### config.mk
export PLATFORM = sky130hd
export DESIGN_NAME = keypad_matrix_decoder_two_modes
export DESIGN_NICKNAME = d
export VERILOG_FILES = /design/src/sv/kmd_pkg.sv /design/src/sv/kmd_keymap.sv /design/src/sv/kmd_mode_ctrl.sv /design/src/sv/keypad_matrix_decoder_two_modes.sv
export SDC_FILE = /design/constraint.sdc
export NUM_CORES = 1
export LEC_CHECK = 0
export ABC_AREA = 1
export BUFFER_PORTS_ARGS = -buffer_cell sky130_fd_sc_hd__buf_4
export CAP_MARGIN = 20
export CORE_MARGIN = 2
export CORE_UTILIZATION = 25
export CTS_BUF_LIST = sky130_fd_sc_hd__clkbuf_2
export DETAILED_ROUTE_END_ITERATION = 12
export PLACE_DENSITY = 0.45
export SYNTH_ARGS = -nofsm -noshare
export SYNTH_HDL_FRONTEND = slang
export SYNTH_SLANG_ARGS = --single-unit
### constraint.sdc
create_clock -name clk -period 7.15 [get_ports clk]
set_input_delay 0.715 -clock clk [delete_from_list [all_inputs] [get_ports clk]]
set_output_delay 0.715 -clock clk [all_outputs]
set_load 0.01 [all_outputs]
### src/sv/kmd_pkg.sv
// ----------------------------------------------------------------------------
// kmd_pkg - keypad matrix decoder package
// Payload types, keymaps and mode codes shared by the decoder modules.
// ----------------------------------------------------------------------------
`default_nettype none

package kmd_pkg;

    localparam int NUM_KEYS     = 15;
    localparam int MODE_KEY_BIT = 15;

    typedef logic [7:0]  key_code_t;
    typedef logic [1:0]  mode_code_t;
    typedef logic [15:0] debounce_t;

    localparam debounce_t  DEBOUNCE_RESET = 16'd200;
    localparam mode_code_t MODE_ONE       = 2'd1;
    localparam mode_code_t MODE_TWO       = 2'd2;

    typedef struct packed {
        logic [15:0] key_matrix;
        logic [31:0] time_ms;
    } in_item_t;

    typedef struct packed {
        key_code_t  key_code;
        mode_code_t mode_now;
    } out_item_t;

    // mode_sel: 0 is mode 1, 1 is mode 2
    typedef struct packed {
        logic mode_sel;
        logic mode_sel_after;
    } mode_status_t;

    // keymaps by bit index 0..14
    localparam key_code_t MAP_ONE [NUM_KEYS] = '{
        "1", "2", "3", "A", "4", "5", "6", "B", "7", "8", "9", "C", "*", "0", "#"
    };
    localparam key_code_t MAP_TWO [NUM_KEYS] = '{
        8'd12, 8'd22, 8'd32, "X", 8'd42, 8'd52, 8'd62, "Y",
        8'd72, 8'd82, 8'd92, "Z", "S", 8'd20, "T"
    };

endpackage

`default_nettype wire

### src/sv/kmd_keymap.sv
// ----------------------------------------------------------------------------
// kmd_keymap - ordinary key decode
// Gives the code of the single pressed ordinary key, 0 for none, several,
// or while the mode key is down.
// ----------------------------------------------------------------------------
`default_nettype none

module kmd_keymap
(
    input  wire logic [15:0]       key_matrix,
    input  wire logic              mode_sel,
    output kmd_pkg::key_code_t     key_code
);

    logic [kmd_pkg::NUM_KEYS-1:0] ord;
    logic                         single;
    kmd_pkg::key_code_t           code_or;

    assign ord    = key_matrix[kmd_pkg::NUM_KEYS-1:0];
    assign single = (ord != '0)
                    && ((ord & (ord - {{(kmd_pkg::NUM_KEYS-1){1'b0}}, 1'b1})) == '0);

    // one-hot select: an OR over independent entries
    always_comb
    begin
        code_or = '0;
        for (int i = 0; i < kmd_pkg::NUM_KEYS; i++)
        begin
            if (ord[i])
            begin
                code_or = code_or | (mode_sel ? kmd_pkg::MAP_TWO[i] : kmd_pkg::MAP_ONE[i]);
            end
        end
    end

    assign key_code = (!key_matrix[kmd_pkg::MODE_KEY_BIT] && single) ? code_or : '0;

endmodule

`default_nettype wire

### src/sv/kmd_mode_ctrl.sv
// ----------------------------------------------------------------------------
// kmd_mode_ctrl - mode key state
// Holds the keymap mode, the tick of the last toggle and the held flag;
// toggles on a debounced fresh press of the mode key.
// ----------------------------------------------------------------------------
`default_nettype none

module kmd_mode_ctrl
(
    input  wire logic                clk,
    input  wire logic                rst_n,
    input  wire logic                step,
    input  wire logic                mode_key,
    input  wire logic [31:0]         time_ms,
    input  wire kmd_pkg::debounce_t  debounce,
    output kmd_pkg::mode_status_t    status
);

    logic        mode_reg,        mode_next;
    logic [31:0] last_toggle_reg, last_toggle_next;
    logic        held_reg,        held_next;
    logic [31:0] elapsed;
    logic        toggle;

    // wraps at 32 bits
    assign elapsed = time_ms - last_toggle_reg;
    assign toggle  = mode_key && !held_reg && (elapsed >= {16'd0, debounce});

    always_comb
    begin
        mode_next        = mode_reg;
        last_toggle_next = last_toggle_reg;
        held_next        = held_reg;
        if (toggle)
        begin
            mode_next        = ~mode_reg;
            last_toggle_next = time_ms;
            held_next        = 1'b1;
        end
        else if (!mode_key)
        begin
            held_next = 1'b0;
        end
    end

    always_ff @(posedge clk or negedge rst_n)
    begin
        if (!rst_n)
        begin
            mode_reg        <= 1'b0;
            last_toggle_reg <= '0;
            held_reg        <= 1'b0;
        end
        else if (step)
        begin
            mode_reg        <= mode_next;
            last_toggle_reg <= last_toggle_next;
            held_reg        <= held_next;
        end
    end

    assign status.mode_sel       = mode_reg;
    assign status.mode_sel_after = mode_next;

endmodule

`default_nettype wire

### src/sv/keypad_matrix_decoder_two_modes.sv
// ----------------------------------------------------------------------------
// keypad_matrix_decoder_two_modes - 4x4 keypad decoder with two keymaps
// Decodes one key matrix snapshot per transfer into a key code and the mode.
// ----------------------------------------------------------------------------
//  channel   | signals                        | handshake
//  in        | in_data (key_matrix, time_ms)  | in_valid / in_ready
//  out       | out_data (key_code, mode_now)  | out_valid / out_ready
//  cfg       | cfg_wr_data (mode_debounce_ms) | cfg_wr_en, no wait
//
//  One snapshot per cycle unless the result stalls; input then result register.
//  Mode state updates as a snapshot moves from the input to the result register.
//  Reset clears the mode to 1, the toggle tick to 0 and the debounce to 200 ms.
//  A stalled result holds the input register; in_ready drops only when both are
//  full and the result is not taken.
// ----------------------------------------------------------------------------
`default_nettype none

module keypad_matrix_decoder_two_modes
(
    input  wire logic                clk,
    input  wire logic                rst_n,
    input  wire logic                in_valid,
    output logic                     in_ready,
    input  wire kmd_pkg::in_item_t   in_data,
    output logic                     out_valid,
    input  wire logic                out_ready,
    output kmd_pkg::out_item_t       out_data,
    input  wire logic                cfg_wr_en,
    input  wire kmd_pkg::debounce_t  cfg_wr_data
);

    kmd_pkg::debounce_t    debounce_reg;
    logic                  s1_valid_reg;
    kmd_pkg::in_item_t     s1_data_reg;
    logic                  out_valid_reg;
    kmd_pkg::out_item_t    out_data_reg;
    kmd_pkg::out_item_t    out_data_next;
    kmd_pkg::mode_status_t status;
    kmd_pkg::key_code_t    key_code;
    logic                  advance;
    logic                  step;

    assign advance  = !out_valid_reg || out_ready;
    assign step     = s1_valid_reg && advance;
    assign in_ready = !s1_valid_reg || advance;

    always_ff @(posedge clk or negedge rst_n)
    begin
        if (!rst_n)
        begin
            debounce_reg <= kmd_pkg::DEBOUNCE_RESET;
        end
        else if (cfg_wr_en)
        begin
            debounce_reg <= cfg_wr_data;
        end
    end

    kmd_mode_ctrl u_mode_ctrl
    (
        .clk      (clk),
        .rst_n    (rst_n),
        .step     (step),
        .mode_key (s1_data_reg.key_matrix[kmd_pkg::MODE_KEY_BIT]),
        .time_ms  (s1_data_reg.time_ms),
        .debounce (debounce_reg),
        .status   (status)
    );

    kmd_keymap u_keymap
    (
        .key_matrix (s1_data_reg.key_matrix),
        .mode_sel   (status.mode_sel),
        .key_code   (key_code)
    );

    always_comb
    begin
        out_data_next.key_code = key_code;
        out_data_next.mode_now = status.mode_sel_after ? kmd_pkg::MODE_TWO
                                                       : kmd_pkg::MODE_ONE;
    end

    always_ff @(posedge clk or negedge rst_n)
    begin
        if (!rst_n)
        begin
            s1_valid_reg  <= 1'b0;
            out_valid_reg <= 1'b0;
        end
        else
        begin
            if (in_ready)
            begin
                s1_valid_reg <= in_valid;
            end
            if (advance)
            begin
                out_valid_reg <= s1_valid_reg;
            end
        end
    end

    always_ff @(posedge clk)
    begin
        if (in_ready && in_valid)
        begin
            s1_data_reg <= in_data;
        end
        if (step)
        begin
            out_data_reg <= out_data_next;
        end
    end

    assign out_valid = out_valid_reg;
    assign out_data  = out_data_reg;

endmodule

`default_nettype wire

==> metrics.md, run 1 <==
| Metric | Value |
|---|---|
| Global route overflow | `0` |
| Avg Cell Area, Syn | `around 7.4 um2` |
| Max rail drop VDD | `0.0000986 V` |
| CP peak stage delay | `just over 500 ps` |
| Vias | `around 6200` |
| Largest net degree at the start of global routing | `53` |
| Netlist Area Pre-Place | `roughly 7300 um2` |
| CP max FO | `36` |
| Clock slew at reported path FFs | `370 ps` |
| Async SR Flop Fraction | `a little under half` |
| Synthesized instance count | `992` |
| Initial antenna violation count | `1` |
| Ys flop type | `edfxtp_1` |
| Hold Vio Cnt, Final | `0` |
| Status | `finished clean` |
| Post-cts resize count | `0` |
| DP HPWL | `approximately 15 mm` |
| Sequential-to-total area share from yosys stat | `between 40% and 50%` |
| Fmax | `about 240 MHz` |
| Actual slew at the worst max-slew pin | `736 ps` |
| RR Startpoint | `s1_data_reg[0]` |
| Max-cap violations | `0` |
| Number of synthesized register bits | `around 110` |
| Critical Path RT | `just under 8000 ps` |
| IO Count | `81` |
| H-Tree Depth | `3` |
| DRC Markers | `0` |
| Synthesized net count | `between 1000 and 1500` |
| Crit path time final | `4080 ps` |
| R2R setup slack | `~3100 ps` |
| Max-slew violations | `0` |
| Nets@finish | `1185` |
| Total global-route track usage | `roughly an eighth` |
| Critical path cell sequence | `inv_1 > ha_1 > fa_1 > inv_1 > nand2_1 > nand2_1 > nand3_1 > nand2_1 > nand2_1 > nand2_1 > xor2_1 > ha_1 > a21oi_1 > nor2_1 > a211oi_1 > nand3_1 > nor2_1 > nand3_1 > nor2_2 > nand2_4 > nand3_4 > nand2_1 > nand2_1` |
| Post-DRT Antenna Nets | `0` |
| CTS sink count | `109` |
| Cell variety after synth | `40` |
| Vias per inst | `around 4.2` |
| Worst Hold End | `s1_data_reg[25]` |
| CP Launch Type | `flop` |
| Number of buffers created by CTS | `9` |
| Hold buffers post-CTS | `1` |
| First-pass GRT wire length | `32.2 mm` |
| Drt wl/cell | `~13 um` |
| FF-to-FF path depth | `23` |
| Fill count | `3186` |
| Std cell rows | `just over 60` |
| Final setup vio count | `0` |
| Worst hold path type | `input pin to flop` |
| Hold Startpoint | `in_data[25]` |
| Relative slew slack | `between 50% and 60%` |
| Vias in the first global route | `6182` |
| Worst setup path class | `flop to flop` |
| Crit path top cell by count | `nand2_1` |
| Drt total wl | `a little under 20 mm` |
| Worst Skew | `36.5 ps` |
| Placer Congestion | `about 0.84` |
| Worst hold stages | `1` |
| Initial Util | `approximately a quarter` |
| CTS tree | `done` |
| Post-route cell area | `8470 um2` |
| Number of synthesized flops with an enable pin | `57` |
| Final period util | `~57%` |
| Initial DRC Count | `~300` |
| Setup TNS | `0 ps` |
| WHS | `between 150 and 200 ps` |
| Crit Reg-Reg Endpoint | `u_mode_ctrl.last_toggle_reg[29]` |
| Die height | `between 150 and 200 um` |
| Share of cells above drive strength 1 | `roughly 14%` |
| Die footprint | `a little over 30000 um2` |
| Syn-to-layout area delta | `15.4%` |
| Port-buffer cells | `79` |
| Die W | `around 180 um` |
| Number of flip-flops in the largest register | `48` |
| Leak Pwr | `around 4.4 nW` |
| Slowest-stage cell, CP | `nand3_4` |
| Commonest non-fill, non-tap cell in the layout | `nand2_1` |
| CP endpoint kind | `flop` |
| Synth warn | `0` |
| Most frequent cells in the layout | `nand2_1, inv_1, buf_4` |
| CTS root buffer | `clkbuf_2` |
| Power Density | `between 300 and 400 nW/um2` |
| CTS Buffer Depth | `2` |
| Total placed instance area | `8340 um2` |
| CP arrival | `approximately 4700 ps` |
| Setup Buffers After CTS | `0` |
| RSZ-0062 raised after global routing | `false` |
| Drt pass-1 iters | `5` |
| Core footprint | `between 20000 and 30000 um2` |
| Clk_lat worst skew | `approximately 700 ps` |
-- worst max-delay path, delay by kind of cell (launching register included) --
kind | cells | cell delay, ps
AOI/OAI and AO/OA | 2 | 340
and+or+nand+nor | 15 | 2090
xor gates and xnor gates | 1 | 130
buffers and inverters | 2 | 160
adders and majority gates | 3 | 830
DFF | 1 | 440
-- logic make-up (layout without fill, tap and decap cells) --
logic type	Yosys count	after routing	synth area share, %
adder cells (fa/ha/maj)	48	48	8.28
multiplexers	1	1	0.153
AO/OA/AOI/OAI	74	74	5.42
AND/OR/NAND/NOR	530	530	31.6
flip-flops	109	109	41.1
other	1	2	0.0511
buffers and inverters	214	295	11.6
XOR/XNOR	15	15	1.79
-- cell type report --
type / count / area (um2) / share of cell area (%)
diodes: 1 / 2.50 / 0.0295
multi-input cells: 669 / 3470 / 41.0
clock buffers: 9 / 45.0 / 0.532
repair buffers: 83 / 638 / 7.53
flip-flops and latches: 109 / 3020 / 35.6
well taps: 384 / 480 / 5.67
clock inverters: 7 / 81.3 / 0.960
inverters: 196 / 736 / 8.68
-- stage by stage --
step	power (W)	util, %	instances	worst slack (ps)
2_1_floorplan	0.00214	-	992	4190
3_3_place_gp	0.00258	28.9	1439	3110
3_5_place_dp	0.00259	29.0	1440	3090
4_1_cts	0.00293	29.4	1457	3030
5_1_grt	0.00324	29.4	1458	2620
6_report	0.00288	29.4	1458	3070
-- synth_stat cells (2+ instances only) --
cell,number,area share (%)
dfstp_2,3,1.1
nor2_1,54,2.8
nor4_1,5,0.43
o31ai_1,2,0.20
ha_1,47,8.0
nand2_1,330,17
edfxtp_1,57,23
o21ai_0,25,1.7
buf_12,2,0.55
nand3b_1,2,0.20
inv_2,4,0.20
xor2_1,14,1.7
nand3_1,38,2.6
dfrtp_1,49,17
nand2_2,26,2.2
nand4_1,42,3.6
a21oi_1,38,2.6
nand2_4,2,0.31
nor3_1,12,0.82
clkbuf_1,10,0.51
and2_1,6,0.51
buf_2,4,0.27
a21o_1,2,0.20
nor2_2,10,0.85
inv_1,191,9.8
a31oi_1,2,0.17
a211oi_1,2,0.20
-- metal layers --
| metal | GRT usage [%] | part of all wire, % | up-vias |
|---|---|---|---|
| li1 | - | - | 3270 |
| met1 | 18.4 | 51 | 2761 |
| met2 | 20.6 | 43 | 114 |
| met3 | 3.14 | 4.6 | 24 |
| met4 | 3.85 | 1.8 | 0 |
| met5 | 0 | 0 | - |
-- how the worst max path moves through the flow --
stage,to,startpoint,cells past startpoint
final,u_mode_ctrl.last_toggle_reg[29],s1_data_reg[0],23
after global routing,u_mode_ctrl.last_toggle_reg[26],s1_data_reg[0],23
after CTS,u_mode_ctrl.last_toggle_reg[29],s1_data_reg[0],23
after detailed placement,u_mode_ctrl.last_toggle_reg[24],s1_data_reg[0],23
after global placement,u_mode_ctrl.last_toggle_reg[22],s1_data_reg[0],23
after floorplan,out_data[1],s1_data_reg[0],24
-- power breakdown --
group | leakage (nW) | total (W) | switching, W | internal [W]
clock | 0.0769 | 0.000317 | 0.000253 | 0.0000642
combinational | 3.15 | 0.00168 | 0.00107 | 0.000604
sequential | 1.19 | 0.000887 | 0.0000880 | 0.000799
total | 4.41 | 0.00288 | 0.00141 | 0.00147
Note: power is estimated with default switching activity, not from simulation.
==> run 2, diff against run 1 <==
--- a/config.mk
+++ b/config.mk
@@ -5,7 +5,7 @@
 export SDC_FILE = /design/constraint.sdc
 export NUM_CORES = 1
 export LEC_CHECK = 0
-export ABC_AREA = 1
+export ABC_AREA = 0
 export BUFFER_PORTS_ARGS = -buffer_cell sky130_fd_sc_hd__buf_4
 export CAP_MARGIN = 20
 export CORE_MARGIN = 2
==> constraint.sdc (replaced) <==
create_clock -name clk -period 3.78 [get_ports clk]
set_input_delay 0.378 -clock clk [delete_from_list [all_inputs] [get_ports clk]]
set_output_delay 0.378 -clock clk [all_outputs]
set_load 0.01 [all_outputs]
==> run 2 against run 1 <==
Effect of this change: the flow now finishes with violations (negative setup slack); clock-buffer cell count grew 1; first-iteration DRC count grew 56%; non-clock buffer count grew 168; sequential power grew 86%; critical path depth shrank 4; register-to-register slack lost 3300 ps; via count grew 16%; cell count shrank 1.9%; routed wire length grew 22%; combinational power grew to 2.7 times the previous value; final area grew 22%; clock skew grew 34 ps; largest power group unchanged.
==> metrics.md, run 2 <==
| Metric | Value |
|---|---|
| Worst Skew | `70.3 ps (+33.8 ps)` |
| Commonest non-fill, non-tap cell in the layout | `buf_4` |
| Die W | `176 um (+0.64%)` |
| DRC Markers | `0 (unchanged)` |
| Hold Vio Cnt, Final | `0 (unchanged)` |
| Crit path time final | `4040 ps (-39.7 ps)` |
| Top-count cell post-synth | `a21oi_1` |
| Failing checks | `negative setup slack` |
| Yosys top cell area share | `23.0% (-0.30 points)` |
| Initial Util | `25.2% (-0.28 points)` |
| Max-slew violations | `0 (unchanged)` |
| CP arrival | `4500 ps (-240 ps)` |
| Synth warn | `0 (unchanged)` |
| Share of cells above drive strength 1 | `27.3% (+14 points)` |
| Clk_lat worst skew | `680 ps (about the same)` |
| CP peak stage delay | `510 ps (about the same)` |
| Initial DRC Count | `463 (+56%)` |
| Max rail drop VDD | `0.000198 V (+100%)` |
| WHS | `53.8 ps (-106 ps)` |
| Post-synth top area cell | `edfxtp_1` |
| Vias per inst | `4.99 (+18%)` |
| CTS root buffer | `clkbuf_2` |
| Fmax | `247 MHz (+0.98%)` |
| Largest net degree at the start of global routing | `53 (unchanged)` |
| Vias | `7130 (+16%)` |
| Number of synthesized flops with an enable pin | `57 (unchanged)` |
| Synthesized net count | `936 (-16%)` |
| DP HPWL | `16.6 mm (+10%)` |
| Sequential-to-total area share from yosys stat | `40.6% (-0.53 points)` |
| Worst hold path type | `input pin to flop` |
| Synth area leaders | `edfxtp_1, dfrtp_1, ha_1` |
| CTS tree | `done` |
| Number of flip-flops in the largest register | `48 (unchanged)` |
| Critical Path RT | `4230 ps (-3570 ps)` |
| Actual slew at the worst max-slew pin | `848 ps (+112 ps)` |
| RSZ-0062 raised after global routing | `true` |
| Clock slew at reported path FFs | `340 ps (-30 ps)` |
| Slowest-stage cell, CP | `edfxtp_1` |
| IO Count | `81 (unchanged)` |
| Final setup vio count | `36 (+36)` |
| First-pass GRT wire length | `37.6 mm (+17%)` |
| Final core occ | `35.1% (+5.6 points)` |
| CTS Buffer Depth | `2 (unchanged)` |
| Port-buffer cells | `79 (unchanged)` |
| Vias in the first global route | `7092 (+15%)` |
| Die height | `176 um (+0.64%)` |
| Max-cap violations | `0 (unchanged)` |
| Core footprint | `29500 um2 (+2.4%)` |
| Top cells by count, synth | `a21oi_1, edfxtp_1, inv_1` |
| H-Tree Depth | `3 (unchanged)` |
| Synthesized instance count | `819 (-17%)` |
| Drt pass-1 iters | `5 (unchanged)` |
| Async SR Flop Fraction | `47.7% (unchanged)` |
| Initial antenna violation count | `1 (unchanged)` |
| Avg Cell Area, Syn | `9.08 um2 (+23%)` |
| PnR worst setup slack | `-263 ps (-3330 ps)` |
| Placer Congestion | `0.832 (-1.3%)` |
| Drt total wl | `23.7 mm (+22%)` |
| Most frequent cells in the layout | `buf_4, a21oi_1, dlygate4sd3_1` |
| CTS sink count | `109 (unchanged)` |
| Number of buffers created by CTS | `9 (unchanged)` |
| CP max FO | `5 (-86%)` |
| Die footprint | `31100 um2 (+1.3%)` |
| Post-route cell area | `10300 um2 (+22%)` |
| Total global-route track usage | `15.2% (+1.9 points)` |
| Ys flop type | `edfxtp_1` |
| Netlist Area Pre-Place | `7440 um2 (+1.3%)` |
| Std cell rows | `63 (+1.6%)` |
| Total placed instance area | `8940 um2 (+7.3%)` |
| Global route overflow | `0 (unchanged)` |
| Leak Pwr | `4.31 nW (-2.3%)` |
| Final period util | `107% (+50 points)` |
| Power Density | `666 nW/um2 (+96%)` |
| Worst setup path class | `flop to flop` |
| Syn-to-layout area delta | `39.0%` |
| Relative slew slack | `43.3% (-7.6 points)` |
| CP endpoint kind | `flop` |
| Nets@finish | `1151 (-2.9%)` |
| Number of synthesized register bits | `109 (unchanged)` |
| CP Launch Type | `flop` |
| Post-DRT Antenna Nets | `0 (unchanged)` |
| Critical path cell sequence | `ha_1 > nor2b_4 > o2111a_1 > nor2_2 > nor2_2 > o21ai_1 > nand2b_1 > a21oi_2 > xnor2_1 > ha_1 > and4_4 > a2111oi_4 > a31oi_4 > nor4_2 > buf_4 > o2111ai_4 > buf_6 > o21ai_1 > nand3_1` |
| Status | `finished with violations` |
| Cell variety after synth | `71 (+78%)` |
| Drt wl/cell | `16.6 um (+25%)` |
-- run 2: final cells by class --
| cell class | instances | area, um2 |
|---|---|---|
| Antenna cell | 1 | 2.50 |
| Clock buffer | 10 | 50.0 |
| Clock inverter | 6 | 75.1 |
| Fill cell | 3074 | 19100 |
| Inverter | 56 | 210 |
| Multi-Input combinational cell | 607 | 4320 |
| Sequential cell | 109 | 3020 |
| Tap cell | 390 | 488 |
| Timing Repair Buffer | 251 | 2180 |
-- run 2: per-layer routing --
metal	track usage, %	wire length (um)	vias to the layer above
li1	-	-	3494
met1	20.1	11100	3499
met2	26.1	11800	114
met3	1.70	450	23
met4	4.34	407	0
met5	0	0	-
-- run 2: critical path: cells and delay by family (launching register included) --
kind | cells | cell delay, ps
DFF | 1 | 510
and+or+nand+nor | 7 | 930
xor gates and xnor gates | 1 | 130
AOI/OAI and AO/OA | 7 | 1330
adders and majority gates | 2 | 580
buffers and inverters | 2 | 370
-- run 2: worst paths after layout --
path | startpoint | end | slack, ps | cells after the start
max in group asynchronous | rst_n | u_mode_ctrl.last_toggle_reg[11] | 2970 | 2
worst min-delay path | cfg_wr_en | debounce_reg[6] | 50 | 2
min in group asynchronous | rst_n | debounce_reg[4] | 270 | 2
worst min register to register | s1_valid_reg | out_valid | 540 | 1
worst max-delay path | s1_data_reg[1] | out_data[1] | -260 | 19
worst max register to register | s1_data_reg[1] | out_data[1] | -260 | 19
-- run 2: cell families after synthesis --
kind of cell             count (synthesis)  share of synthesized area (%)
adder cells (fa/ha/maj)                 49                           8.31
other                                    1                         0.0504
AND/OR/NAND/NOR                        261                           18.9
flip-flops                             109                           40.6
multiplexers                             1                          0.151
XOR/XNOR                                19                           2.24
buffers and inverters                  103                           6.14
AO/OA/AOI/OAI                          276                           23.7
-- run 2: repair_timing --
action | CTS | global route
hold endpoints to repair | 115 | 0
hold buffers | 71 | 0
setup buffers | 17 | 1
cloned | 1 | 1
setup endpoints to repair | 36 | 36
resized for setup | 65 | 28
pin swaps | 33 | 29
-- run 2: power breakdown --
group	internal, W	switching, W	total, W	leakage, nW
Sequential	0.00150	0.000149	0.00165	1.15
Clock	0.000169	0.000460	0.000628	0.0755
Combinational	0.00202	0.00260	0.00461	3.08
-- run 2: stage by stage --
stage / worst slack (ps) / power, W / std cells / setup TNS, ps
after CTS: -255 / 0.00678 / 1427 / -7550
after detailed placement: -596 / 0.00577 / 1322 / -18980
final: -263 / 0.00689 / 1430 / -6650
after global routing: -479 / 0.00746 / 1430 / -14840
after global placement: -570 / 0.00578 / 1322 / -18160
after floorplan: 0.704 / 0.00438 / 819 / 0
